==> src/rtl/sltd_pkg.sv <==
`timescale 1ns / 1ps
// ----------------------------------------------------------------------------
// sltd_pkg
// shared types and constants for the sync/length/trailer deframer
// ----------------------------------------------------------------------------
package sltd_pkg;

   // configuration register indexes
   localparam logic [1:0] CSR_SYNC_BYTE      = 2'd0;
   localparam logic [1:0] CSR_TRAILER_FIRST  = 2'd1;
   localparam logic [1:0] CSR_TRAILER_SECOND = 2'd2;
   localparam logic [1:0] CSR_TRAILER_THIRD  = 2'd3;

   // reset values of the configuration registers
   localparam logic [7:0] SYNC_BYTE_RST      = 8'd133;
   localparam logic [7:0] TRAILER_FIRST_RST  = 8'd169;
   localparam logic [7:0] TRAILER_SECOND_RST = 8'd22;
   localparam logic [7:0] TRAILER_THIRD_RST  = 8'd243;

   // result kinds
   localparam logic [1:0] KIND_PAYLOAD  = 2'd0;
   localparam logic [1:0] KIND_ACCEPTED = 2'd1;
   localparam logic [1:0] KIND_DROPPED  = 2'd2;
   localparam logic [1:0] KIND_ABANDON  = 2'd3;

   // parser phases
   localparam logic [3:0] PH_SYNC0  = 4'd0;
   localparam logic [3:0] PH_SYNC1  = 4'd1;
   localparam logic [3:0] PH_SYNC2  = 4'd2;
   localparam logic [3:0] PH_TYPE   = 4'd3;
   localparam logic [3:0] PH_ID     = 4'd4;
   localparam logic [3:0] PH_LEN_HI = 4'd5;
   localparam logic [3:0] PH_LEN_LO = 4'd6;
   localparam logic [3:0] PH_BODY   = 4'd7;
   localparam logic [3:0] PH_TR1    = 4'd8;
   localparam logic [3:0] PH_TR2    = 4'd9;

   typedef struct packed {
      logic [7:0] sync_byte;
      logic [7:0] trailer_first;
      logic [7:0] trailer_second;
      logic [7:0] trailer_third;
   } cfg_type;

   typedef struct packed {
      logic [1:0]  kind;
      logic [7:0]  data_byte;
      logic [15:0] byte_index;
      logic [7:0]  frame_type;
      logic [7:0]  message_id;
      logic [15:0] payload_length;
   } result_type;

endpackage

==> src/rtl/sync_length_trailer_deframer.sv <==
`timescale 1ns / 1ps
// ----------------------------------------------------------------------------
// sync_length_trailer_deframer
// recovers sync / length / trailer framed messages from a byte stream
//
//   channel  direction  handshake             payload
//   req      in         req_valid, req_stall  req_rx_byte
//   rsp      out        rsp_valid, rsp_stall  rsp_kind .. rsp_payload_length
//   csr      in         csr_write_en          csr_index, csr_wdata
//
// one byte per cycle unless req_stall; each result is registered in the queue
// parser state updates on each byte taken, from a small phase machine
// reset clears parser state, queue and registers to their defaults
// a two-entry output queue absorbs one more result while rsp is stalled;
// req_stall rises only when both entries hold results
// ----------------------------------------------------------------------------
module sync_length_trailer_deframer (
   input  logic        clock,
   input  logic        reset,
   input  logic        req_valid,
   output logic        req_stall,
   input  logic [7:0]  req_rx_byte,
   output logic        rsp_valid,
   input  logic        rsp_stall,
   output logic [1:0]  rsp_kind,
   output logic [7:0]  rsp_data_byte,
   output logic [15:0] rsp_byte_index,
   output logic [7:0]  rsp_frame_type,
   output logic [7:0]  rsp_message_id,
   output logic [15:0] rsp_payload_length,
   input  logic        csr_write_en,
   input  logic [1:0]  csr_index,
   input  logic [7:0]  csr_wdata
);
   import sltd_pkg::*;

   cfg_type    cfg_ff;
   logic       byte_take;
   logic       res_valid;
   result_type res;
   logic       q_full;
   result_type head_res;

   always_ff @(posedge clock) begin
      if (reset) begin
         cfg_ff.sync_byte      <= SYNC_BYTE_RST;
         cfg_ff.trailer_first  <= TRAILER_FIRST_RST;
         cfg_ff.trailer_second <= TRAILER_SECOND_RST;
         cfg_ff.trailer_third  <= TRAILER_THIRD_RST;
      end else if (csr_write_en) begin
         case (csr_index)
            CSR_SYNC_BYTE:      cfg_ff.sync_byte      <= csr_wdata;
            CSR_TRAILER_FIRST:  cfg_ff.trailer_first  <= csr_wdata;
            CSR_TRAILER_SECOND: cfg_ff.trailer_second <= csr_wdata;
            CSR_TRAILER_THIRD:  cfg_ff.trailer_third  <= csr_wdata;
            default: begin
            end
         endcase
      end
   end

   assign req_stall = q_full;
   assign byte_take = req_valid && !q_full;

   sltd_core u_core (
      .clock     (clock),
      .reset     (reset),
      .cfg       (cfg_ff),
      .byte_take (byte_take),
      .rx_byte   (req_rx_byte),
      .res_valid (res_valid),
      .res       (res)
   );

   sltd_outq u_outq (
      .clock      (clock),
      .reset      (reset),
      .push       (byte_take && res_valid),
      .push_res   (res),
      .full       (q_full),
      .head_valid (rsp_valid),
      .head_res   (head_res),
      .pop        (rsp_valid && !rsp_stall)
   );

   assign rsp_kind           = head_res.kind;
   assign rsp_data_byte      = head_res.data_byte;
   assign rsp_byte_index     = head_res.byte_index;
   assign rsp_frame_type     = head_res.frame_type;
   assign rsp_message_id     = head_res.message_id;
   assign rsp_payload_length = head_res.payload_length;

endmodule

==> src/rtl/sltd_core.sv <==
`timescale 1ns / 1ps
// ----------------------------------------------------------------------------
// sltd_core
// frame parser state and per-byte next-state / result logic
// ----------------------------------------------------------------------------
module sltd_core (
   input  logic                clock,
   input  logic                reset,
   input  sltd_pkg::cfg_type   cfg,
   input  logic                byte_take,
   input  logic [7:0]          rx_byte,
   output logic                res_valid,
   output sltd_pkg::result_type res
);
   import sltd_pkg::*;

   logic [3:0]  phase_ff, phase_in;
   logic [7:0]  held_type_ff, held_type_in;
   logic [7:0]  held_id_ff, held_id_in;
   logic [15:0] decl_len_ff, decl_len_in;
   logic [15:0] rcv_cnt_ff, rcv_cnt_in;

   always_comb begin
      logic [3:0] body_phase;
      logic       advanced;
      logic       finished;
      body_phase   = PH_BODY;
      advanced     = 1'b0;
      finished     = 1'b0;
      phase_in     = phase_ff;
      held_type_in = held_type_ff;
      held_id_in   = held_id_ff;
      decl_len_in  = decl_len_ff;
      rcv_cnt_in   = rcv_cnt_ff;
      res_valid    = 1'b0;
      res.kind           = KIND_PAYLOAD;
      res.data_byte      = 8'd0;
      res.byte_index     = rcv_cnt_ff;
      res.frame_type     = held_type_ff;
      res.message_id     = held_id_ff;
      res.payload_length = decl_len_ff;
      case (phase_ff)
         PH_SYNC1, PH_SYNC2: begin
            if (rx_byte == cfg.sync_byte) begin
               phase_in = phase_ff + 4'd1;
            end
         end
         PH_TYPE: begin
            held_type_in = rx_byte;
            phase_in     = PH_ID;
         end
         PH_ID: begin
            held_id_in = rx_byte;
            phase_in   = PH_LEN_HI;
         end
         PH_LEN_HI: begin
            decl_len_in = {rx_byte, 8'd0};
            phase_in    = PH_LEN_LO;
         end
         PH_LEN_LO: begin
            decl_len_in = {decl_len_ff[15:8], rx_byte};
            rcv_cnt_in  = 16'd0;
            phase_in    = PH_BODY;
         end
         PH_BODY, PH_TR1, PH_TR2: begin
            if (phase_ff == PH_BODY && rx_byte == cfg.trailer_first) begin
               body_phase = PH_TR1;
               advanced   = 1'b1;
            end else if (phase_ff == PH_TR1) begin
               if (rx_byte == cfg.trailer_second) begin
                  body_phase = PH_TR2;
                  advanced   = 1'b1;
               end
            end else if (phase_ff == PH_TR2) begin
               finished = (rx_byte == cfg.trailer_third);
            end
            if (finished) begin
               res_valid  = 1'b1;
               res.kind   = (rcv_cnt_ff == decl_len_ff) ? KIND_ACCEPTED : KIND_DROPPED;
               phase_in   = PH_SYNC0;
               rcv_cnt_in = 16'd0;
            end else if (rcv_cnt_ff < decl_len_ff) begin
               res_valid     = 1'b1;
               res.data_byte = rx_byte;
               rcv_cnt_in    = rcv_cnt_ff + 16'd1;
               phase_in      = body_phase;
            end else if (!advanced) begin
               res_valid  = 1'b1;
               res.kind   = KIND_ABANDON;
               phase_in   = PH_SYNC0;
               rcv_cnt_in = 16'd0;
            end else begin
               phase_in = body_phase;
            end
         end
         default: begin
            // sync hunt from zero, unused codes included
            phase_in = (rx_byte == cfg.sync_byte) ? PH_SYNC1 : PH_SYNC0;
         end
      endcase
   end

   always_ff @(posedge clock) begin
      if (reset) begin
         phase_ff     <= PH_SYNC0;
         held_type_ff <= 8'd0;
         held_id_ff   <= 8'd0;
         decl_len_ff  <= 16'd0;
         rcv_cnt_ff   <= 16'd0;
      end else if (byte_take) begin
         phase_ff     <= phase_in;
         held_type_ff <= held_type_in;
         held_id_ff   <= held_id_in;
         decl_len_ff  <= decl_len_in;
         rcv_cnt_ff   <= rcv_cnt_in;
      end
   end

   a_phase_range: assert property (@(posedge clock) disable iff (reset)
      phase_ff <= PH_TR2)
      else $error("parser phase out of range");

   a_count_bound: assert property (@(posedge clock) disable iff (reset)
      rcv_cnt_ff <= decl_len_ff)
      else $error("received count passed declared length");

   a_hunt_count_clear: assert property (@(posedge clock) disable iff (reset)
      (byte_take && res_valid && res.kind != KIND_PAYLOAD) |=>
      (phase_ff == PH_SYNC0 && rcv_cnt_ff == 16'd0))
      else $error("frame end did not return to sync hunt");

endmodule

==> src/rtl/sltd_outq.sv <==
`timescale 1ns / 1ps
// ----------------------------------------------------------------------------
// sltd_outq
// result register with skid stage between the parser and the rsp channel
// ----------------------------------------------------------------------------
module sltd_outq (
   input  logic                 clock,
   input  logic                 reset,
   input  logic                 push,
   input  sltd_pkg::result_type push_res,
   output logic                 full,
   output logic                 head_valid,
   output sltd_pkg::result_type head_res,
   input  logic                 pop
);
   import sltd_pkg::*;

   logic       head_valid_ff, head_valid_in;
   logic       skid_valid_ff, skid_valid_in;
   result_type head_ff, head_in;
   result_type skid_ff, skid_in;

   always_comb begin
      head_valid_in = head_valid_ff;
      skid_valid_in = skid_valid_ff;
      head_in       = head_ff;
      skid_in       = skid_ff;
      if (pop) begin
         if (skid_valid_ff) begin
            head_in       = skid_ff;
            skid_in       = push_res;
            skid_valid_in = push;
         end else begin
            head_in       = push_res;
            head_valid_in = push;
         end
      end else if (push) begin
         if (head_valid_ff) begin
            skid_in       = push_res;
            skid_valid_in = 1'b1;
         end else begin
            head_in       = push_res;
            head_valid_in = 1'b1;
         end
      end
   end

   always_ff @(posedge clock) begin
      if (reset) begin
         head_valid_ff <= 1'b0;
         skid_valid_ff <= 1'b0;
      end else begin
         head_valid_ff <= head_valid_in;
         skid_valid_ff <= skid_valid_in;
      end
      head_ff <= head_in;
      skid_ff <= skid_in;
   end

   assign full       = skid_valid_ff;
   assign head_valid = head_valid_ff;
   assign head_res   = head_ff;

   a_skid_order: assert property (@(posedge clock) disable iff (reset)
      skid_valid_ff |-> head_valid_ff)
      else $error("skid entry held without head entry");

   a_no_overflow: assert property (@(posedge clock) disable iff (reset)
      !(push && skid_valid_ff))
      else $error("transfer pushed into full queue");

   a_pop_needs_head: assert property (@(posedge clock) disable iff (reset)
      pop |-> head_valid_ff)
      else $error("pop from empty queue");

endmodule
==> config.mk <==
export PLATFORM = sky130hd
export DESIGN_NAME = sync_length_trailer_deframer
export DESIGN_NICKNAME = d
export VERILOG_FILES = /design/src/rtl/sltd_pkg.sv /design/src/rtl/sync_length_trailer_deframer.sv /design/src/rtl/sltd_core.sv /design/src/rtl/sltd_outq.sv
export SDC_FILE = /design/constraint.sdc
export NUM_CORES = 1
export LEC_CHECK = 0
export ABC_AREA = 1
export BUFFER_PORTS_ARGS = -buffer_cell sky130_fd_sc_hd__buf_2
export CORE_ASPECT_RATIO = 0.7
export CORE_MARGIN = 2
export CORE_UTILIZATION = 38
export CTS_CLUSTER_SIZE = 28
export DETAILED_ROUTE_END_ITERATION = 8
export HOLD_SLACK_MARGIN = 0.06
export PLACE_DENSITY_LB_ADDON = 0.1
export SYNTH_ARGS = -nofsm -noshare
export SYNTH_HDL_FRONTEND = slang
export SYNTH_SLANG_ARGS = --single-unit
==> constraint.sdc <==
create_clock -name clock -period 9.52 [get_ports clock]
set_input_delay 2.856 -clock clock [delete_from_list [all_inputs] [get_ports clock]]
set_output_delay 2.856 -clock clock [all_outputs]
set_load 0.01 [all_outputs]
==> impl_results.md, run 1 <==
- Area grow syn2layout: 15.6%
- Register area share after synthesis: between 50% and 60%
- Worst reg2reg startpoint: u_core.decl_len_ff[15]$_SDFFE_PP0P_
- CTS tree: yes
- Fin. Hold Viols: 0
- Worst hold path type: register to register
- Max Clk Rate: 0.198 GHz
- Worst skew pair latency: 0.51 ns
- Iter 0 DRT Violations: 492
- CP arrival: 5.20 ns
- CTS Hold Bufs: 0
- Main synth FF type: edfxtp_1
- Crit. Startpoint: req_rx_byte[6]
- Worst setup SP type: input pin
- I/O Pins: 83
- ANT cells: 0
- Post-DRT Antenna Nets: 0
- Ys Warns: 0
- Wl on met1: 12.0 mm
- Highest Signal Layer: met4
- Post-cts resize count: 0
- Layout Skew: 0.0109 ns
- Most frequent cells in the layout: nand2_1 (133), edfxtp_1 (116), nor2_1 (106)
- Mean Syn Cell Area: 9.77 sq um
- Critical path type: input pin to register
- Synth async-reset ratio: 0%
- IO Port Bufs: 82
- Post-synth EDFFs: 116
- Max Slew Vio Count: 0
- CP max FO: 38
- DRT Wirelength: 22.0 mm
- RSZ-0062 raised after global routing: no
- Register bit total from synthesis: 202
- Fin crit period: 5.06 ns
- Count of cell types in the netlist: 44
- Status: finished, final reports clean
- NumNets Final: 1022
- Power Dens Cells: 174 nW/um^2
- Commonest non-fill, non-tap cell in the layout: nand2_1
- Relative slew slack: approximately 24%
- Actual slew at the worst max-slew pin: 1.13 ns
- Share of the clock period used by the worst path: 53.1%
- First-pass GRT wire length: 34.3 mm
- Clk sinks: 202
- Clock buffer depth: 3
- DP HPWL: 15.4 mm
- Final setup violation count: 0
- Mapped Area: 8800 sq um
- Max IR drop VDD: 0.129 mV
- Die W: 186 microns
- Final Wtd Congestion: roughly 0.92
- Data required, critical path: 9.66 ns
- Reg2reg setup slack: around 6.1 ns
- Num rows: 46
- Remaining Overflow, GRT: 0
- Pin count of the biggest net entering global routing: 101
- Power Total: approximately 0.0018 W
- H-tree Lvls: 1
- Post-CTS Setup Bufs: 0
- Worst-path clk slew: 0.05 ns
- Initial antenna violation count: 0
- CTS Buf Count: 22
- Routed vias: 6269
- Die area: 24400 sq um
- Chip height: 131 microns
- TNS Setup: 0 ns
- Residual DRC: 0
- Share of layout cells above drive strength 1: 17.9%
- Mapped Cells: 901
- Max-cap viol count: 0
- Vias per inst: roughly 4.8
- GR Util All Layers: between 10% and 20%
- Post-DR wirelength/cell: 16.8 microns
- Wire length on met2: 8.24 mm
- Post-synth net total: 945
- DR WL met3: around 1.3 mm
- Worst hold start: u_core.decl_len_ff[3]$_SDFFE_PP0P_
- Clock root buffer: clkbuf_16
- Initial core utilization: roughly 39%
- Number of global-route vias before repair: 5658
- Leakage power: roughly 4 nW
- Drt pass-1 iters: 5
- Crit path capture type: register
- Core ar.: ~23000 sq um
==> critical path: stages <==
cell     delay [ns]
buf_2          0.23
inv_4          0.08
nand2_1        0.07
nand2_1        0.06
nand3_2        0.08
nor2_2         0.04
nand2_2        0.08
nand2_4        0.07
nand2_4        0.12
nand3_1        0.20
a21oi_4        0.71
buf_4          0.57
==> registers in the layout (all words and copies together) (netlist names) <==
name	cells
u_core.held_type_ff	8
u_core.held_id_ff	8
u_core.phase_ff	4
cfg_ff	32
u_core.decl_len_ff	16
u_outq.skid_ff	58
u_core.rcv_cnt_ff	16
u_outq.full	1
u_outq.head_res	58
u_outq.head_valid	1
==> cells by family (layout without fill, tap and decap cells) <==
kind of cell	after synthesis	after routing	share of synthesized area [%]
DFF	202	202	59.1
xor gates and xnor gates	17	17	1.69
buffers and inverters	141	233	6.58
adders and majority gates	21	21	2.98
AOI/OAI and AO/OA	180	180	10.7
muxes	16	16	2.05
and+or+nand+nor	324	324	16.8
==> power breakdown <==
| part | switching (W) | internal, W | total, W |
|---|---|---|---|
| Sequential | 0.00000615 | 0.000920 | 0.000926 |
| Combinational | 0.0000370 | 0.0000170 | 0.0000540 |
| Clock | 0.000339 | 0.000453 | 0.000791 |
==> worst paths after layout <==
kind,endpoint,cells after the start
worst max-delay path,u_outq.skid_ff[25]$_DFFE_PP_,12
worst max register to register,u_outq.skid_ff[25]$_DFFE_PP_,12
worst min register to register,u_outq.skid_ff[3]$_DFFE_PP_,0
worst min-delay path,u_outq.skid_ff[3]$_DFFE_PP_,0
==> stage by stage <==
stage	instances	hold slack [ns]	cell area (sq um)	utilization [%]	worst slack [ns]
after global routing	1305	0.455	10200	44.9	4.24
after floorplan	901	0.408	8800	-	1.25
after global placement	1266	0.417	9510	41.9	3.96
after CTS	1305	0.426	10200	44.9	4.41
final	1305	0.430	10200	44.9	4.46
after detailed placement	1266	0.420	9510	41.9	3.90
==> cell type report <==
class	count	area (sq um)
Fill cell	2214	12500
Timing Repair Buffer	86	440
Sequential cell	202	5200
Clock inverter	6	45.0
Tap cell	312	390
Multi-Input combinational cell	558	3060
Inverter	108	414
Clock buffer	33	622
==> Yosys cell counts, types with 2 or more instances <==
master,number,area share [%]
a21oi_1,101,5.7
buf_4,3,0.26
o21ai_0,55,3.1
nand2_4,4,0.51
nor3_1,7,0.40
buf_2,9,0.51
nor2_2,2,0.14
o211ai_1,4,0.34
o22ai_1,3,0.21
nor4_2,2,0.28
nand2_1,133,5.7
nor4_1,2,0.14
buf_1,3,0.13
mux2_2,16,2.0
edfxtp_1,116,40
nand3_1,39,2.2
inv_2,11,0.47
o21ai_1,5,0.28
nand3b_1,2,0.17
nand2_2,5,0.36
nand4_1,9,0.64
ha_1,21,3.0
xor2_1,7,0.70
clkinv_1,3,0.13
nand3_2,4,0.45
nor3_2,3,0.34
dfxtp_1,86,20
nor2_4,4,0.51
nor2_1,106,4.5
clkbuf_1,16,0.68
xnor2_1,10,0.99
a211oi_1,8,0.68
inv_1,91,3.9
==> routing by layer <==
layer	vias up	track usage, %
met5	-	0
met4	0	3.85
met3	30	2.97
met2	173	23.3
met1	2875	31.0
li1	3191	-
(Power assumes the default switching activity.)
==> inputs of run 2 (changes only) <==
==> constraint.sdc (replaced) <==
create_clock -name clock -period 5 [get_ports clock]
set_input_delay 1.5 -clock clock [delete_from_list [all_inputs] [get_ports clock]]
set_output_delay 1.5 -clock clock [all_outputs]
set_load 0.01 [all_outputs]
==> run 2 against run 1 <==
Clock power is 97% higher; critical path depth stayed put; register-to-register slack worse by 4.0 ns; power up 93%; clock skew rose by 0.0078 ns; clock-buffer cell count fell by 4; first-iteration DRC count is 1.6% lower; worst setup slack got worse by 2.7 ns; hold slack about the same; combinational power up 91%; die area unchanged; sequential cell count unchanged; critical endpoint is now u_outq.skid_ff[46]$_DFFE_PP_; largest power group unchanged.
==> impl_results.md, run 2 (same netlist as run 1, synthesis figures left out) <==
- Post-DR wirelength/cell: 17.0 microns
- Area grow syn2layout: 16.1%
- Max Clk Rate: just over 0.3 GHz
- Crit. Startpoint: req_rx_byte[6]
- Slowest stage delay, CP: 0.60 ns
- Sw power: 0.000753 W
- Combinational Power Share: 3.0%
- CP Cell Sequence: buf_2 > inv_4 > nand2_1 > nand2_1 > nand3_2 > nor2_2 > nand2_2 > nand2_4 > nand2_4 > nand3_1 > a21oi_4 > buf_4
- Final Core Density: 45.1%
- Worst-path clk slew: 0.06 ns
- Post-DRT Antenna Nets: 0
- CTS Buf Count: 22
- P_int: 0.00267 W
- Critical-path top delay cell: a21oi_4
- Chip height: ~130 microns
- Delay-heaviest family, CP: simple AND/OR/NAND/NOR gates
- Pin count of the biggest net entering global routing: 59
- Clock buffer depth: 3
- Worst skew pair latency: 0.51 ns
- NumNets Final: slightly above 1000
- Worst hold start: u_core.decl_len_ff[6]$_SDFFE_PP0P_
- Remaining Overflow, GRT: 0
- FF-to-FF path depth: 12
- Net switching fraction of the power: 22.0%
- I/O Pins: slightly above 80
- Max Slew Vio Count: 0
- CP Depth: 12
- Residual DRC: 0
- Max-cap viol count: 0
- Min Hold Slack: 0.430 ns
- ANT cells: 0
- Share of layout cells above drive strength 1: 18.3%
- Routed vias: 6457
- Power Dens Cells: 335 nW/um^2
- Final setup violation count: 0
- Clk sinks: ~200
- Layout Skew: 0.0187 ns
- Number of global-route vias before repair: 5873
- Worst reg2reg startpoint: u_core.decl_len_ff[15]$_SDFFE_PP0P_
- CP arrival: 3.45 ns
- Clock root buffer: clkbuf_16
- Critical path type: input pin to register
- Num rows: 46
- Relative slew slack: 29.2%
- DP HPWL: 15.8 mm
- Worst hold path type: register to register
- Non-filler cells, final: 1309
- Status: finished, final reports clean
- Crit path capture type: register
- GR Util All Layers: a little under a fifth
- Vias per inst: between 4 and 5
- IO Port Bufs: 82
- Fin crit period: 3.25 ns
- Seq pwr share: about half
- Power Total: between 0.003 and 0.004 W
- Iter 0 DRT Violations: 484
- Share of the clock period used by the worst path: 64.9%
- Die W: 186 microns
- Data required, critical path: 5.21 ns
- Min-Delay Path Depth: 0
- Buf+Inv Stages, Crit Path: 3
- H-tree Lvls: 1
- Worst setup SP type: input pin
- TNS Setup: 0 ns
- Cells after DPL: 1269
- First-pass GRT wire length: 34.6 mm
- Initial antenna violation count: 0
- Post-cts resize count: 0
- Leakage power: 4.04 nW
- Actual slew at the worst max-slew pin: 1.06 ns
- DRT Wirelength: 22.2 mm
- Commonest non-fill, non-tap cell in the layout: nand2_1
- Most frequent cells in the layout: nand2_1 (133), edfxtp_1 (116), nor2_1 (106)
- Final Wtd Congestion: 0.944
- Clock share of power: between 40% and 50%
- Initial core utilization: 38.8%
- Post-CTS Setup Bufs: 0
- RSZ-0062 raised after global routing: no
- CTS Hold Bufs: 0
- Max IR drop VDD: 0.233 mV
- Fin. Hold Viols: 0
- CP max FO: 18
- Drt pass-1 iters: 5
- CTS tree: yes
- Die area: 24400 sq um
- Core ar.: 22700 sq um
-- run 2: final timing paths --
kind                                                     end  slack [ns]
worst min-delay path             u_outq.skid_ff[6]$_DFFE_PP_        0.43
worst max register to register  u_outq.skid_ff[46]$_DFFE_PP_        2.02
worst max-delay path            u_outq.skid_ff[46]$_DFFE_PP_        1.75
worst min register to register   u_outq.skid_ff[6]$_DFFE_PP_        0.43
-- run 2: routing by layer --
| layer | routed length [microns] | global-route usage, % |
|---|---|---|
| met5 | 0 | 0 |
| met2 | 8130 | 22.8 |
| met4 | 525 | 4.90 |
| met3 | 1550 | 4.02 |
| met1 | 12000 | 30.8 |
-- run 2: final cells by class --
class / instances / area (sq um)
well taps: 312 / 390
clock inverters: 11 / 96.3
clock buffers: 29 / 587
fillers: 2244 / 12500
repair buffers: 89 / 475
inverters: 108 / 414
flip-flops and latches: 202 / 5200
multi-input cells: 558 / 3050
-- run 2: through the flow --
step | setup WS, ns | area (sq um)
floorplan | 0.547 | 8810
global placement | 1.24 | 9540
detailed placement | 1.20 | 9540
CTS | 1.73 | 10200
global route | 1.60 | 10200
finish | 1.75 | 10200
-- run 2: power groups by stage --
stage	registers [W]	logic, W	clock network, W
after floorplan	0.00179	0.0000687	0
after global placement	0.00180	0.000102	0
after detailed placement	0.00180	0.000103	0
after CTS	0.00176	0.000103	0.00159
after global routing	0.00176	0.000115	0.00165
final	0.00176	0.000103	0.00156
